$ cat src/hdl/qmn_pkg.sv
package qmn_pkg;

  localparam int FracBits = 30;
  localparam int NormBits = 30;
  localparam int QuoW     = FracBits + 1;
  localparam int NumW     = FracBits + 32;
  localparam int SqrtSteps = 32;

  typedef struct packed {
    logic [3:0][NormBits-1:0] r;
    logic [3:0]               neg;
    logic                     zero;
  } qmn_vec_t;

  typedef struct packed {
    qmn_vec_t    vec;
    logic [63:0] v;
    logic [33:0] rem;
    logic [31:0] root;
  } qmn_sqrt_t;

  typedef struct packed {
    qmn_vec_t                 vec;
    logic [31:0]              n;
    logic [3:0][QuoW-1:0]     num;
    logic [3:0][31:0]         rem;
    logic [3:0][QuoW-1:0]     quo;
  } qmn_div_t;

endpackage

$ cat src/hdl/qmn_div_cell.sv
module qmn_div_cell (
  input  logic              clk_i,
  input  logic              rst_ni,
  input  logic              en_i,
  input  logic              valid_i,
  input  qmn_pkg::qmn_div_t data_i,
  output logic              valid_o,
  output qmn_pkg::qmn_div_t data_o
);
  import qmn_pkg::*;

  logic     valid_q;
  qmn_div_t data_d, data_q;
  logic [32:0] t;

  // one quotient bit for each of the four lanes
  always_comb begin
    data_d = data_i;
    t = '0;
    for (int i = 0; i < 4; i++) begin
      t = {data_i.rem[i], data_i.num[i][QuoW-1]};
      data_d.num[i] = {data_i.num[i][QuoW-2:0], 1'b0};
      if (t >= {1'b0, data_i.n}) begin
        data_d.rem[i] = 32'(t - {1'b0, data_i.n});
        data_d.quo[i] = {data_i.quo[i][QuoW-2:0], 1'b1};
      end else begin
        data_d.rem[i] = t[31:0];
        data_d.quo[i] = {data_i.quo[i][QuoW-2:0], 1'b0};
      end
    end
  end

  always_ff @(posedge clk_i or negedge rst_ni) begin
    if (!rst_ni) begin
      valid_q <= 1'b0;
    end else if (en_i) begin
      valid_q <= valid_i;
    end
  end

  always_ff @(posedge clk_i) begin
    if (en_i) data_q <= data_d;
  end

  assign valid_o = valid_q;
  assign data_o  = data_q;

endmodule
$ cat config.mk
export PLATFORM = sky130hd
export DESIGN_NAME = qmn_div_cell
export DESIGN_NICKNAME = d
export VERILOG_FILES = /design/src/hdl/qmn_pkg.sv /design/src/hdl/qmn_div_cell.sv
export SDC_FILE = /design/constraint.sdc
export NUM_CORES = 1
export LEC_CHECK = 0
export ABC_AREA = 1
export BUFFER_PORTS_ARGS = -buffer_cell sky130_fd_sc_hd__buf_4
export CORE_AREA = 2 2 417 419
export CTS_CLUSTER_DIAMETER = 50
export CTS_CLUSTER_SIZE = 25
export DETAILED_ROUTE_END_ITERATION = 16
export DIE_AREA = 0 0 419 421
export PLACE_DENSITY = 0.39
export SLEW_MARGIN = 20
export SYNTH_ARGS = -nofsm -noshare
export SYNTH_HDL_FRONTEND = slang
export SYNTH_SLANG_ARGS = --single-unit
$ cat constraint.sdc
create_clock -name clk_i -period 1.3 [get_ports clk_i]
set_input_delay 0.26 -clock clk_i [delete_from_list [all_inputs] [get_ports clk_i]]
set_output_delay 0.26 -clock clk_i [all_outputs]
set_load 0.1 [all_outputs]
==> results of run 1 <==
[per-layer routing]
layer / vias up / routed length, um / part of all wire [%] / track usage (%)
met4: 16 / 11700 / 6.0 / 11.9
met5: - / 91 / 0.047 / 0
li1: 14700 / - / - / -
met3: 315 / 9430 / 4.8 / 3.66
met1: 14700 / 73300 / 38 / 23.6
met2: 922 / 101000 / 52 / 39.1
[through the flow]
stage	setup TNS [ns]	utilization (%)	cell area, sq um	std cells	power [mW]
after CTS	-237.94	34.2	59100	7792	78.2
after floorplan	-77.46	-	28600	3087	38.1
final	-193.34	35.2	60800	7850	78.2
after detailed placement	-164.43	25.7	44400	7026	48.5
after global routing	-233.75	35.2	60700	7832	80.9
after global placement	-163.69	25.7	44400	7026	48.5
[layout make-up]
cell class,instances,area (sq um),area share [%]
well taps,2325,2910,4.79
clock inverters,73,847,1.39
multi-input cells,1997,14300,23.6
flip-flops and latches,530,15900,26.2
inverters,524,2010,3.31
repair buffers,2282,22600,37.1
diodes,33,82.6,0.136
clock buffers,86,2130,3.51
[worst max-delay path by stage]
stage	end	cells past startpoint	from	slack [ns]
after CTS	data_o[91]	2	data_o[91]	-0.59
after global placement	data_o[178]	16	data_i[395]	-1.33
final	data_o[112]	1	data_o[112]	-0.51
after floorplan	data_o[175]	14	data_i[380]	-0.61
after detailed placement	data_o[178]	16	data_i[395]	-1.33
after global routing	data_o[112]	1	data_o[112]	-0.57
[sequential cells by signal, summed over array words and instances (netlist names)]
name     flops
data_o     529
valid_o      1
[logic make-up (layout without fill, tap and decap cells)]
kind of cell / count (synthesis) / after routing / synth area share (%)
other: 1 / 37 / 0.0133
AND/OR/NAND/NOR: 1706 / 1712 / 26.1
AO/OA/AOI/OAI: 92 / 92 / 1.68
buffers and inverters: 566 / 2965 / 8.20
multiplexers: 1 / 1 / 0.0398
flip-flops: 530 / 530 / 56.3
XOR/XNOR: 56 / 56 / 1.74
adder cells (fa/ha/maj): 132 / 132 / 5.95
[cells in the final DEF (no fill, tap or decap), types with 40 or more instances in the layout]
cell type / count
nand2_2: 281
xor2_1: 45
buf_6: 470
inv_1: 468
nand2_4: 74
clkbuf_16: 87
buf_12: 111
edfxtp_1: 529
nand2_1: 827
nor2_4: 40
a21oi_1: 49
buf_4: 1065
nand3_1: 113
nor2_1: 97
dlygate4sd3_1: 524
nand3_2: 111
ha_4: 112
buf_8: 102
inv_2: 43
[what timing repair did]
action,4_1_cts,5_1_grt
setup buffers,71,28
resized for setup,1282,366
hold buffers,523,1
endpoints found under the setup margin,662,662
pin swaps,167,166
gates cloned,16,2
hold endpoints to repair,535,1
[power by group through the flow]
| stage | Clock [mW] | Combinational, mW | Sequential (mW) |
|---|---|---|---|
| floorplan | 0 | 4.71 | 33.4 |
| global placement | 0 | 26.6 | 21.9 |
| detailed placement | 0 | 26.6 | 21.9 |
| CTS | 24.8 | 31.5 | 22.0 |
| global route | 25.4 | 33.5 | 22.1 |
| finish | 24.1 | 32.1 | 22.0 |
==> flow_metrics.tcl, run 1 <==
set metrics [dict create \
    ir_drop_v 0.000853 \
    ys_ff_latch 530 \
    seq_power_share_pct 28.1 \
    synth.top_cell.area_share_pct 56.2 \
    clockBufferDepth 3 \
    cts_max_level 3 \
    synth_cell_types 35 \
    combinationalPowerShare_pct 41.1 \
    async_flop_share_pct 0.189 \
    grt_pass1_vias 31700 \
    fin_ws_ns -0.511 \
    drv_cap 0 \
    die_w_um 419 \
    power.switching_mw 32.4 \
    required_ns 1.04 \
    wl_per_cell_um 24.9 \
    first_iter_violations 1737 \
    yosysMostFrequentCell "nand2_1" \
    die_h_um 421 \
    synthCells 3084 \
    routabilityCongestion 0.905 \
    cts_buffers 85 \
    tritoncts "yes" \
    n_fill_cell 17600 \
    fin_crit_sh_pct 139 \
    slew_violations 0 \
    p_sw_share_pct 41.4 \
    criticalPathCategory "reg2out" \
    critPathMaxFanout 1 \
    path_cells "buf_12" \
    power.density_nw_per_um2 1290 \
    hold_depth 4 \
    yosysSeqAreaShare_pct 56.3 \
    netlist_area_sq_um 28300 \
    vias_per_cell 3.90 \
    worstReg2RegEnd "valid_o" \
    timing.final.hold_violations 0 \
    dp_slack_ns -1.33 \
    worst_hold_slack_ns 0.0915 \
    violations "setup timing" \
    vias 30600 \
    rsz0062_at_grt "true" \
    grt_max_degree 31 \
    cp.buffers_inverters 1 \
    start_kind "register" \
    ys.flop_type "edfxtp_1" \
    wl_um 195000 \
    final_nets 6089 \
    clk_pin_slew_ns 0.07 \
    worstSetupEndpointType "output port" \
    grt.total_usage_pct 21.5 \
    dr.pass1.iters 5 \
    core-area_sq_um 172000 \
    setup_viol 662 \
    grt_pass1_wl_um 261000 \
    reg2regPathDepth 1 \
    port_buffers 1062 \
    cp.arrival_ns 1.55 \
    hold_class "in2reg" \
    antenna_found_initial 62 \
    synthTopCellsByArea "edfxtp_1, nand2_1, inv_1" \
    r2r_slack_ns 0.50 \
    internal_power_mw 45.8 \
    synth-edff-count 529 \
    drc 0 \
    postRouteAntennaNets 0 \
    post-route-min-period_ns 1.81 \
    syn_area_per_cell_sq_um 9.17 \
    yosysWarningCount 0 \
    cts.sinks 530 \
    synth_top_area_cell "edfxtp_1" \
    ios 1071 \
    grt-ovfl-total 0 \
    cp_slowest_cell "edfxtp_1" \
    drive_gt1_share_pct 49.9 \
    worst_clock_skew_ns 0 \
    netlist_top_cells_count "nand2_1, edfxtp_1, inv_1" \
    min_to "data_o[148]" \
    reg2reg_from "valid_o" \
    power.leakage_nw 27.7 \
    clockRootBuffer "clkbuf_16" \
    outcome "finished, violations left" \
    cpLargestDelayFamily "flip-flops" \
    dp_hpwl_um 158000 \
    die-area_sq_um 176000 \
    max_freq_ghz 0.552 \
    rows 153 \
    initial_core_util_pct 16.4 \
    clkPwrFrac_pct 30.8 \
    hold_start "data_i[147]" \
    clock_latency_ns 0.70 \
    critPathMaxStageDelay_ns 0.61 \
    syn_to_final_growth_pct 115 \
]
Note: power is estimated with default switching activity, not from simulation.
==> run 2: changes to the inputs <==
- SKIP_CTS_REPAIR_TIMING: default -> 1
- SKIP_LAST_GASP: default -> 1
==> run 2 against run 1 <==
Against the previous run:
- the run still ends with setup timing left
- worst setup slack lost 0.024 ns
- first-iteration DRC count is 19% higher
- fmax shrank 1.3%
- power fell by 4.4%
- die area is the same
- hold slack got worse by 0.078 ns
- sequential cell count unchanged
- clock power about the same
- sequential power decreased by 2%
- register-to-register slack improved by 0.04 ns
- critical path depth is the same
- combinational power fell by 9.3%
- critical endpoint is now data_o[415]
==> flow_metrics.tcl, run 2 (synthesized netlist as in run 1, its figures left out) <==
set metrics [dict create \
    place_area_sq_um 44400 \
    rsz0062_at_grt "true" \
    die-area_sq_um 176000 \
    power.leakage_nw 25.9 \
    post-route-min-period_ns 1.84 \
    timing.final.hold_violations 0 \
    final_common_cell "buf_4" \
    layout_common_cells "buf_4, nand2_1, edfxtp_1" \
    postRouteAntennaNets 0 \
    r2r_slack_ns 0.54 \
    drc 0 \
    outcome "finished, violations left" \
    cp.arrival_ns 1.58 \
    fin_crit_sh_pct 141 \
    tritoncts "yes" \
    fin_area_sq_um 55200 \
    wl_um 192000 \
    core-area_sq_um 172000 \
    critPathMaxStageDelay_ns 0.51 \
    grt_pass1_vias 27900 \
    clk_pin_slew_ns 0.06 \
    worstReg2RegEnd "valid_o" \
    p_sw_share_pct 41.7 \
    power.switching_mw 31.2 \
    syn_to_final_growth_pct 95.3 \
    p_total_mw 74.8 \
    grt.total_usage_pct 20.2 \
    antenna_found_initial 58 \
    reg2reg_from "valid_o" \
    drv_cap 0 \
    cts_buffers 85 \
    combinationalPowerShare_pct 38.9 \
    clkPwrFrac_pct 32.2 \
    grt-ovfl-total 0 \
    grt_max_degree 34 \
    cp_slowest_cell "edfxtp_1" \
    vias_per_cell 3.87 \
    dp.cells 7026 \
    rows 153 \
    fin_ws_ns -0.536 \
    path_cells "buf_4" \
    clockBufferDepth 3 \
    wl_per_cell_um 24.7 \
    routabilityCongestion 0.905 \
    clock_latency_ns 0.70 \
    dr.pass1.iters 5 \
    initial_core_util_pct 16.4 \
    reg2regPathDepth 1 \
    min_to "data_o[242]" \
    cpLargestDelayFamily "flip-flops" \
    criticalPathCategory "reg2out" \
    vias 30100 \
    cts_max_level 3 \
    power.density_nw_per_um2 1350 \
    grt_pass1_wl_um 240000 \
    hold_start "data_i[241]" \
    internal_power_mw 43.6 \
    max_freq_ghz 0.545 \
    seq_power_share_pct 28.9 \
    violations "setup timing" \
    crit_cells 1 \
    slew_violations 0 \
    start_kind "register" \
    first_iter_violations 2063 \
    clockRootBuffer "clkbuf_16" \
    hold_class "in2reg" \
    die_h_um 421 \
    largest_reg_flops 529 \
    layout.cells.non_filler 7783 \
    worstSetupEndpointType "output port" \
    cp.buffers_inverters 1 \
    critPathMaxFanout 1 \
    worst_clock_skew_ns 0 \
    die_w_um 419 \
    fin_util_pct 32.0 \
    ios 1071 \
    worst_hold_slack_ns 0.0137 \
    port_buffers 1062 \
    required_ns 1.04 \
    dp_hpwl_um 158000 \
    cts.sinks 530 \
    hold_depth 4 \
    setup_viol 662 \
    dp_slack_ns -1.33 \
    ir_drop_v 0.000841 \
    tns_ns -226.11 \
    drive_gt1_share_pct 42.5 \
    final_nets 6018 \
]
==> run 2: cell count changes in the layout (fill, tap and decap cells not counted), moves of 26 or more <==
cell	change
nand3_1	+62
buf_6	-447
nand3_2	-36
nand2_4	-53
ha_4	-38
nand2_1	+211
buf_8	-95
buf_12	-35
nand2_2	-158
ha_1	+34
buf_4	+515
nand3_4	-26
==> run 2: cell type report <==
class                   instances  area (sq um)
diodes                         37          92.6
clock buffers                  86          2130
clock inverters                73           847
inverters                     524          1990
repair buffers               2211         19100
flip-flops and latches        530         15900
multi-input cells            1997         12200
well taps                    2325          2910
fillers                     18100        117000
==> run 2: worst max path at each step <==
stage          slack, ns          end         from
3_5_place_dp       -1.33  data_o[178]  data_i[395]
3_3_place_gp       -1.33  data_o[178]  data_i[395]
6_report           -0.54  data_o[415]  data_o[415]
5_1_grt            -0.56  data_o[236]  data_i[394]
4_1_cts            -0.66   data_o[81]   data_o[81]
2_1_floorplan      -0.61  data_o[175]  data_i[380]
==> run 2: layer usage <==
metal	global-route usage (%)	routed length (um)	vias to the layer above
met5	0	64	-
met4	8.94	8770	10
met3	4.68	8840	266
met2	37.7	102000	897
met1	21.3	72600	14400
li1	-	-	14500
==> run 2: power groups by stage <==
| stage | Combinational [mW] | Clock [mW] | Sequential (mW) |
|---|---|---|---|
| after CTS | 26.6 | 24.8 | 21.6 |
| after global placement | 26.6 | 0 | 21.9 |
| final | 29.1 | 24.1 | 21.6 |
| after floorplan | 4.71 | 0 | 33.4 |
| after detailed placement | 26.6 | 0 | 21.9 |
| after global routing | 30.4 | 25.4 | 21.7 |
