File: config.mk
export PLATFORM = sky130hd
export DESIGN_NAME = qmn_sqrt_cell
export DESIGN_NICKNAME = d
export VERILOG_FILES = /design/src/hdl/qmn_pkg.sv /design/src/hdl/qmn_sqrt_cell.sv
export SDC_FILE = /design/constraint.sdc
export NUM_CORES = 1
export LEC_CHECK = 0
export BUFFER_PORTS_ARGS = -buffer_cell sky130_fd_sc_hd__buf_2
export CORE_AREA = 2 2 198 200
export DETAILED_ROUTE_END_ITERATION = 12
export DIE_AREA = 0 0 200 202
export PLACE_DENSITY = 0.5
export SYNTH_ARGS = -nofsm -noshare
export SYNTH_HDL_FRONTEND = slang
export SYNTH_SLANG_ARGS = --single-unit
File: constraint.sdc
create_clock -name clk_i -period 1 [get_ports clk_i]
set_clock_uncertainty 0.05 [all_clocks]
set_input_delay 0.3 -clock clk_i [delete_from_list [all_inputs] [get_ports clk_i]]
set_output_delay 0.3 -clock clk_i [all_outputs]
set_load 0.01 [all_outputs]
File: src/hdl/qmn_pkg.sv
package qmn_pkg;

  localparam int FracBits = 30;
  localparam int NormBits = 30;
  localparam int QuoW     = FracBits + 1;
  localparam int NumW     = FracBits + 32;
  localparam int SqrtSteps = 32;

  typedef struct packed {
    logic [3:0][NormBits-1:0] r;
    logic [3:0]               neg;
    logic                     zero;
  } qmn_vec_t;

  typedef struct packed {
    qmn_vec_t    vec;
    logic [63:0] v;
    logic [33:0] rem;
    logic [31:0] root;
  } qmn_sqrt_t;

  typedef struct packed {
    qmn_vec_t                 vec;
    logic [31:0]              n;
    logic [3:0][QuoW-1:0]     num;
    logic [3:0][31:0]         rem;
    logic [3:0][QuoW-1:0]     quo;
  } qmn_div_t;

endpackage

File: src/hdl/qmn_sqrt_cell.sv
module qmn_sqrt_cell (
  input  logic               clk_i,
  input  logic               rst_ni,
  input  logic               en_i,
  input  logic               valid_i,
  input  qmn_pkg::qmn_sqrt_t data_i,
  output logic               valid_o,
  output qmn_pkg::qmn_sqrt_t data_o
);
  import qmn_pkg::*;

  logic      valid_q;
  qmn_sqrt_t data_d, data_q;
  logic [35:0] rem_sh, trial;

  // one root bit per cell, two radicand bits consumed
  always_comb begin
    data_d = data_i;
    rem_sh = {data_i.rem, data_i.v[63:62]};
    trial  = {2'b00, data_i.root, 2'b01};
    data_d.v = {data_i.v[61:0], 2'b00};
    if (rem_sh >= trial) begin
      data_d.rem  = 34'(rem_sh - trial);
      data_d.root = {data_i.root[30:0], 1'b1};
    end else begin
      data_d.rem  = 34'(rem_sh);
      data_d.root = {data_i.root[30:0], 1'b0};
    end
  end

  always_ff @(posedge clk_i or negedge rst_ni) begin
    if (!rst_ni) begin
      valid_q <= 1'b0;
    end else if (en_i) begin
      valid_q <= valid_i;
    end
  end

  always_ff @(posedge clk_i) begin
    if (en_i) data_q <= data_d;
  end

  assign valid_o = valid_q;
  assign data_o  = data_q;

endmodule

==> flow_metrics.env, run 1 <==
export IMPL_yosysTopAreaCellShare_pct=75.19
export IMPL_area_growth_pct=90.86
export IMPL_crit_chain="buf_8 > inv_6 > ha_4 > a21o_1 > o41ai_4 > o211ai_1 > a211oi_2 > o21a_4 > buf_12 > clkinv_4 > mux2_4"
export IMPL_p_per_area_nw_per_um2=1596
export IMPL_placementRows=72
export IMPL_asyncSetResetFlopFracSynth_pct=0.3937
export IMPL_synth_most_common_cell="edfxtp_1"
export IMPL_vias_in_the_first_global_route=9651
export IMPL_initial_core_util_pct=26.39
export IMPL_synthTopCellsByCount="253 x edfxtp_1, 58 x nand2_1, 42 x inv_1"
export IMPL_layout_filler_cells=3311
export IMPL_die_y_um=202
export IMPL_critical_path_n_buffers_inverters=4
export IMPL_setup_worst_path_start="data_i[7]"
export IMPL_min_delay_path_class="input pin to register"
export IMPL_irDropWorstVdd_v=0.001209
export IMPL_die_area_um2=40400
export IMPL_r2r_setup_slack_ps=180
export IMPL_timing_max_cap_violations=0
export IMPL_finalHoldViolCount=0
export IMPL_clock_latency_on_the_worst_skew_pair_ps=550
export IMPL_rsz0062_at_grt="yes"
export IMPL_worst_setup_path_category="input pin to register"
export IMPL_floorplan_io_pins=515
export IMPL_failed_checks="negative setup slack"
export IMPL_cts_root_to_sink_buffers=3
export IMPL_reg_to_reg_critical_path_startpoint="valid_o"
export IMPL_drt_wirelength_per_cell_um=19.81
export IMPL_grt_antenna_before_repair=7
export IMPL_globalRoute_totalOverflow=0
export IMPL_final_antenna_net_count=0
export IMPL_synth_edf_count=253
export IMPL_dp_cells=1793
export IMPL_timing_critical_path_from_type="input pin"
export IMPL_grt_util_all_layers_pct=19.64
export IMPL_final_critical_path_setup_slack_ps=-1132
export IMPL_multiInputGateArea_um2=2999
export IMPL_ys_ff_latch=254
export IMPL_syn_inst=634
export IMPL_hold_path_start="data_i[43]"
export IMPL_place_detailed_hpwl_mm=30.19
export IMPL_dp_worst_setup_slack_ps=-1909
export IMPL_crit_path_end_kind="register"
export IMPL_slew_violations=0
export IMPL_fmax_mhz=469.0
export IMPL_worst_ep_required_time_ps=1260
export IMPL_finalWirelength_mm=41.84
export IMPL_place_congestion=0.8266
export IMPL_library_cell_occupying_the_most_area_in_the_post_synthesis_netlist="edfxtp_1"
export IMPL_slowest_cell_on_the_critical_path="o41ai_4"
export IMPL_htree_num_levels=1
export IMPL_reg_area_um2=7622
export IMPL_mappedNetlistArea_um2=10100
export IMPL_crit_fanout=5
export IMPL_number_of_buffers_added_on_ports=512
export IMPL_grt_pass1_wl_mm=59.00
export IMPL_ys_top_cells_by_area="edfxtp_1 75%, ha_1 4.2%, nand2_1 2.2%, o21ai_0 2.0%, inv_1 1.6%"
export IMPL_cts_reportedPaths_clkPinSlew_ps=60
export IMPL_netlist_cell_type_count=64
export IMPL_post_route_min_period_ps=2132
export IMPL_clock_tree_from_tritoncts="yes"
export IMPL_synth_area_per_cell_um2=15.94
export IMPL_cts_sink_count=254
export IMPL_maximum_number_of_pins_on_one_net_before_global_route_repair=54
export IMPL_setup_viol=289
export IMPL_arrival_ps=2390
export IMPL_crit_path_max_delay_family="compound AO/OA/AOI/OAI gates"
export IMPL_floorplan_die_width_um=200
export IMPL_yosys_warnings=0
export IMPL_nNetsFinal=1859
export IMPL_detail_route_vias_per_cell=4.304
export IMPL_synth_yosys_seq_area_share_pct=75.43
export IMPL_finish_cell_count_without_fillers=2112
export IMPL_final_core_utilization_pct=50.37
export IMPL_power_leakage_nw=8.296
export IMPL_dr_first_iter_drc_count=435
export IMPL_drt_pass1_iter_count=5
export IMPL_via_count=9091
export IMPL_design_core_area_um2=38290
export IMPL_run_status="finished with violations"
export IMPL_dominantRegCellSynth="edfxtp_1"
export IMPL_final_min_period_over_clock_period_pct=213.2
export IMPL_clk_root_buffer_cell="clkbuf_16"
export IMPL_cpPeakStageDelay_ps=320
export IMPL_worst_case_hold_slack_ps=16.39
export IMPL_tritoncts_num_buffers=30
export IMPL_layout_cell_share_with_drive_strength_beyond_1_pct=54.28
export IMPL_drc=0
## power by group
part	internal [mW]	switching, mW
combinational	3.56	3.17
clock	6.39	4.49
sequential	12.8	0.305
## area by class of cell
class,count,area share [%]
Sequential cell,254,39.52
Multi-Input combinational cell,322,15.55
Clock inverter,21,0.9277
Antenna cell,4,0.05190
Tap cell,518,3.361
Clock buffer,35,4.100
Inverter,43,1.019
Timing Repair Buffer,915,35.47
## cells by family after synthesis
family / share of synthesized area [%]
buffers and inverters: 2.551
other: 0.03711
XOR/XNOR: 2.340
AND/OR/NAND/NOR: 5.547
multiplexers: 0.6562
adder cells (fa/ha/maj): 4.210
AO/OA/AOI/OAI: 9.225
flip-flops: 75.43
## sequential cells by signal, summed over array words and instances (netlist names)
register	cells
valid_o	1
data_o	253
## stage by stage
step	TNS [ps]	area, um^2	power, mW
final	-142920	19290	30.77
after global routing	-157300	19280	32.05
after CTS	-150520	18790	30.65
after detailed placement	-94050	14810	18.45
after global placement	-92680	14810	18.42
after floorplan	-44620	10560	15.49
## path summary, 6_finish.rpt
check                                  end  cells past startpoint
worst min register to register     valid_o                      1
max in group asynchronous          valid_o                      3
worst min-delay path            data_o[45]                      3
min in group asynchronous          valid_o                      3
worst max-delay path            data_o[59]                     11
worst max register to register     valid_o                      1
## layout by cell type (no fill, tap or decap), types with 4 or more instances in the layout
cell type        n
dlygate4sd3_1  235
xnor2_1         12
o21ai_2         20
a21o_1          19
a21oi_1         18
a31oi_1          4
buf_8            6
ha_4            22
buf_6           63
nor2_1          13
clkinv_1        11
diode_2          4
clkbuf_1         4
o21ai_1         14
inv_2            9
nand2_2         20
nand4_1          6
nand2b_1         5
nand3_2          4
o21ai_0         11
a21oi_2          7
ha_1            12
buf_12          15
nand2_1         35
inv_1           26
inv_4            5
edfxtp_1       253
buf_2          458
nor3_1           7
xor2_1          12
buf_4          135
clkbuf_16       31
## layer usage
| metal | global-route usage [%] | vias to the layer above | part of all wire (%) | wire length [um] |
|---|---|---|---|---|
| li1 | - | 4266 | - | - |
| met1 | 22.34 | 4366 | 38 | 15830 |
| met2 | 34.69 | 370 | 50 | 21020 |
| met3 | 4.322 | 85 | 7.3 | 3042 |
| met4 | 9.365 | 4 | 4.6 | 1933 |
| met5 | 0 | - | 0.038 | 16 |
## what timing repair did
item                                    in CTS  in global routing
hold buffers                               235                  0
hold endpoints to repair                   234                  0
gates resized for setup                    129                100
setup buffers                               16                  8
pin swaps                                   49                 32
endpoints found under the setup margin     289                289
gates cloned                                 4                  0
No activity file was read; power rests on OpenSTA's default activity.
==> run 2: changes to the inputs <==
--- a/config.mk
+++ b/config.mk
@@ -7,6 +7,7 @@
 export LEC_CHECK = 0
 export BUFFER_PORTS_ARGS = -buffer_cell sky130_fd_sc_hd__buf_2
 export CORE_AREA = 2 2 198 200
+export CTS_BUF_LIST = sky130_fd_sc_hd__clkbuf_4 sky130_fd_sc_hd__clkbuf_8 sky130_fd_sc_hd__clkbuf_16
 export DETAILED_ROUTE_END_ITERATION = 12
 export DIE_AREA = 0 0 200 202
 export PLACE_DENSITY = 0.5
==> run 2 against run 1 <==
Compared with the run above:
- the run still ends with negative setup slack left
- total power is 0.36% higher
- routed wire length hardly changed
- via count hardly changed
- final cell count stayed put
- combinational power hardly changed
- register-to-register slack hardly changed
- critical endpoint unchanged
- largest power group unchanged
==> flow_metrics.env, run 2 (synthesis results as in run 1) <==
export IMPL_finalHoldViolCount=0
export IMPL_arrival_ps=2390
export IMPL_cts_reportedPaths_clkPinSlew_ps=60
export IMPL_fmax_mhz=469.6
export IMPL_detail_route_vias_per_cell=4.304
export IMPL_grt_pass1_wl_mm=59.06
export IMPL_drt_wirelength_per_cell_um=19.82
export IMPL_number_of_buffers_added_on_ports=512
export IMPL_layout_cell_share_with_drive_strength_beyond_1_pct=54.53
export IMPL_crit_fanout=5
export IMPL_mostFrequentLayoutCells="458 x buf_2, 253 x edfxtp_1, 235 x dlygate4sd3_1, 135 x buf_4, 63 x buf_6"
export IMPL_place_congestion=0.8266
export IMPL_crit_chain="buf_8 > inv_6 > ha_4 > a21o_1 > o41ai_4 > o211ai_1 > a211oi_2 > o21a_4 > buf_12 > clkinv_4 > mux2_4"
export IMPL_grt_util_all_layers_pct=19.65
export IMPL_worst_ep_required_time_ps=1260
export IMPL_final_critical_path_setup_slack_ps=-1129
export IMPL_placementRows=72
export IMPL_finish_cell_count_without_fillers=2112
export IMPL_nNetsFinal=1859
export IMPL_irDropWorstVdd_v=0.001210
export IMPL_layout_commonest_cell="buf_2"
export IMPL_place_detailed_hpwl_mm=30.19
export IMPL_finalWirelength_mm=41.85
export IMPL_final_antenna_net_count=0
export IMPL_crit_path_end_kind="register"
export IMPL_p_per_area_nw_per_um2=1600
export IMPL_min_delay_path_class="input pin to register"
export IMPL_clk_root_buffer_cell="clkbuf_16"
export IMPL_die_area_um2=40400
export IMPL_worst_setup_path_category="input pin to register"
export IMPL_vias_in_the_first_global_route=9656
export IMPL_tritoncts_num_buffers=30
export IMPL_cts_root_to_sink_buffers=3
export IMPL_run_status="finished with violations"
export IMPL_grt_antenna_before_repair=7
export IMPL_dp_cells=1793
export IMPL_die_y_um=202
export IMPL_drc=0
export IMPL_design_core_area_um2=38290
export IMPL_design_area_um2=19300
export IMPL_setup_viol=289
export IMPL_via_count=9089
export IMPL_globalRoute_totalOverflow=0
export IMPL_timing_max_cap_violations=0
export IMPL_failed_checks="negative setup slack"
export IMPL_maximum_number_of_pins_on_one_net_before_global_route_repair=54
export IMPL_dr_first_iter_drc_count=411
export IMPL_htree_num_levels=1
export IMPL_post_route_min_period_ps=2129
export IMPL_floorplan_io_pins=515
export IMPL_timing_critical_path_from_type="input pin"
export IMPL_final_min_period_over_clock_period_pct=212.9
export IMPL_floorplan_die_width_um=200
export IMPL_rsz0062_at_grt="yes"
export IMPL_slew_violations=0
export IMPL_fin_total_pwr_mw=30.88
export IMPL_area_growth_pct=91.01
export IMPL_drt_pass1_iter_count=5
export IMPL_placed_area_um2=14810
export IMPL_cts_sink_count=254
export IMPL_largest_register_ffs=253
export IMPL_clock_tree_from_tritoncts="yes"
export IMPL_clock_latency_on_the_worst_skew_pair_ps=550
export IMPL_timing_setup_tns_ps=-142990
export IMPL_cpPeakStageDelay_ps=320
export IMPL_worst_case_hold_slack_ps=16.35
export IMPL_slowest_cell_on_the_critical_path="o41ai_4"
export IMPL_initial_core_util_pct=26.39
export IMPL_power_leakage_nw=8.309
run 2: cell counts in the layout (fill, tap and decap cells not counted):
Identical to the previous run, type by type.
run 2: metrics by stage:
step | util (%) | setup slack, ps
after CTS | 49.13 | -1106
after global routing | 50.41 | -1199
after floorplan | - | -1432
after detailed placement | 38.68 | -1909
final | 50.41 | -1129
after global placement | 38.68 | -1838
run 2: metal layers:
metal	vias up	wire, um	global-route usage [%]
met4	4	1942	9.365
li1	4265	-	-
met2	371	21010	34.72
met1	4364	15790	22.31
met3	85	3098	4.388
met5	-	16	0
run 2: area by class of cell:
cell class | instances | area [um^2]
fillers | 3312 | 18990
flip-flops and latches | 254 | 7622
repair buffers | 915 | 6840
multi-input cells | 322 | 2999
clock buffers | 35 | 805.8
well taps | 518 | 648.1
inverters | 43 | 196.4
clock inverters | 21 | 178.9
diodes | 4 | 10.01
run 2: timing repair:
item / in CTS / in global routing
buffers inserted: 16 / 8
cloned: 4 / 0
endpoints found under the setup margin: 289 / 289
pin swaps: 49 / 32
endpoints found under the hold margin: 234 / 0
hold buffers: 235 / 0
resized for setup: 129 / 100
run 2: worst paths after layout:
kind	to	slack, ps	depth (start not counted)	from
setup / recovery	data_o[59]	-1130	11	data_i[7]
hold / removal	data_o[45]	20	3	data_i[43]
setup reg to reg	valid_o	180	1	valid_o
hold reg to reg	valid_o	500	1	valid_o
max in group asynchronous	valid_o	270	3	rst_ni
min in group asynchronous	valid_o	530	3	rst_ni
run 2: where the power goes:
group / total (mW) / internal (mW) / switching [mW]
Combinational: 6.74 / 3.56 / 3.17
Sequential: 13.2 / 12.8 / 0.304
Clock: 11.0 / 6.50 / 4.49
Total: 30.9 / 22.9 / 7.97
run 2: worst max-delay path, delay by kind of cell:
kind / cells / cell delay [ps]
compound gates: 5 / 1250
buf+inv: 4 / 290
mux: 1 / 280
fa+ha+maj: 1 / 250
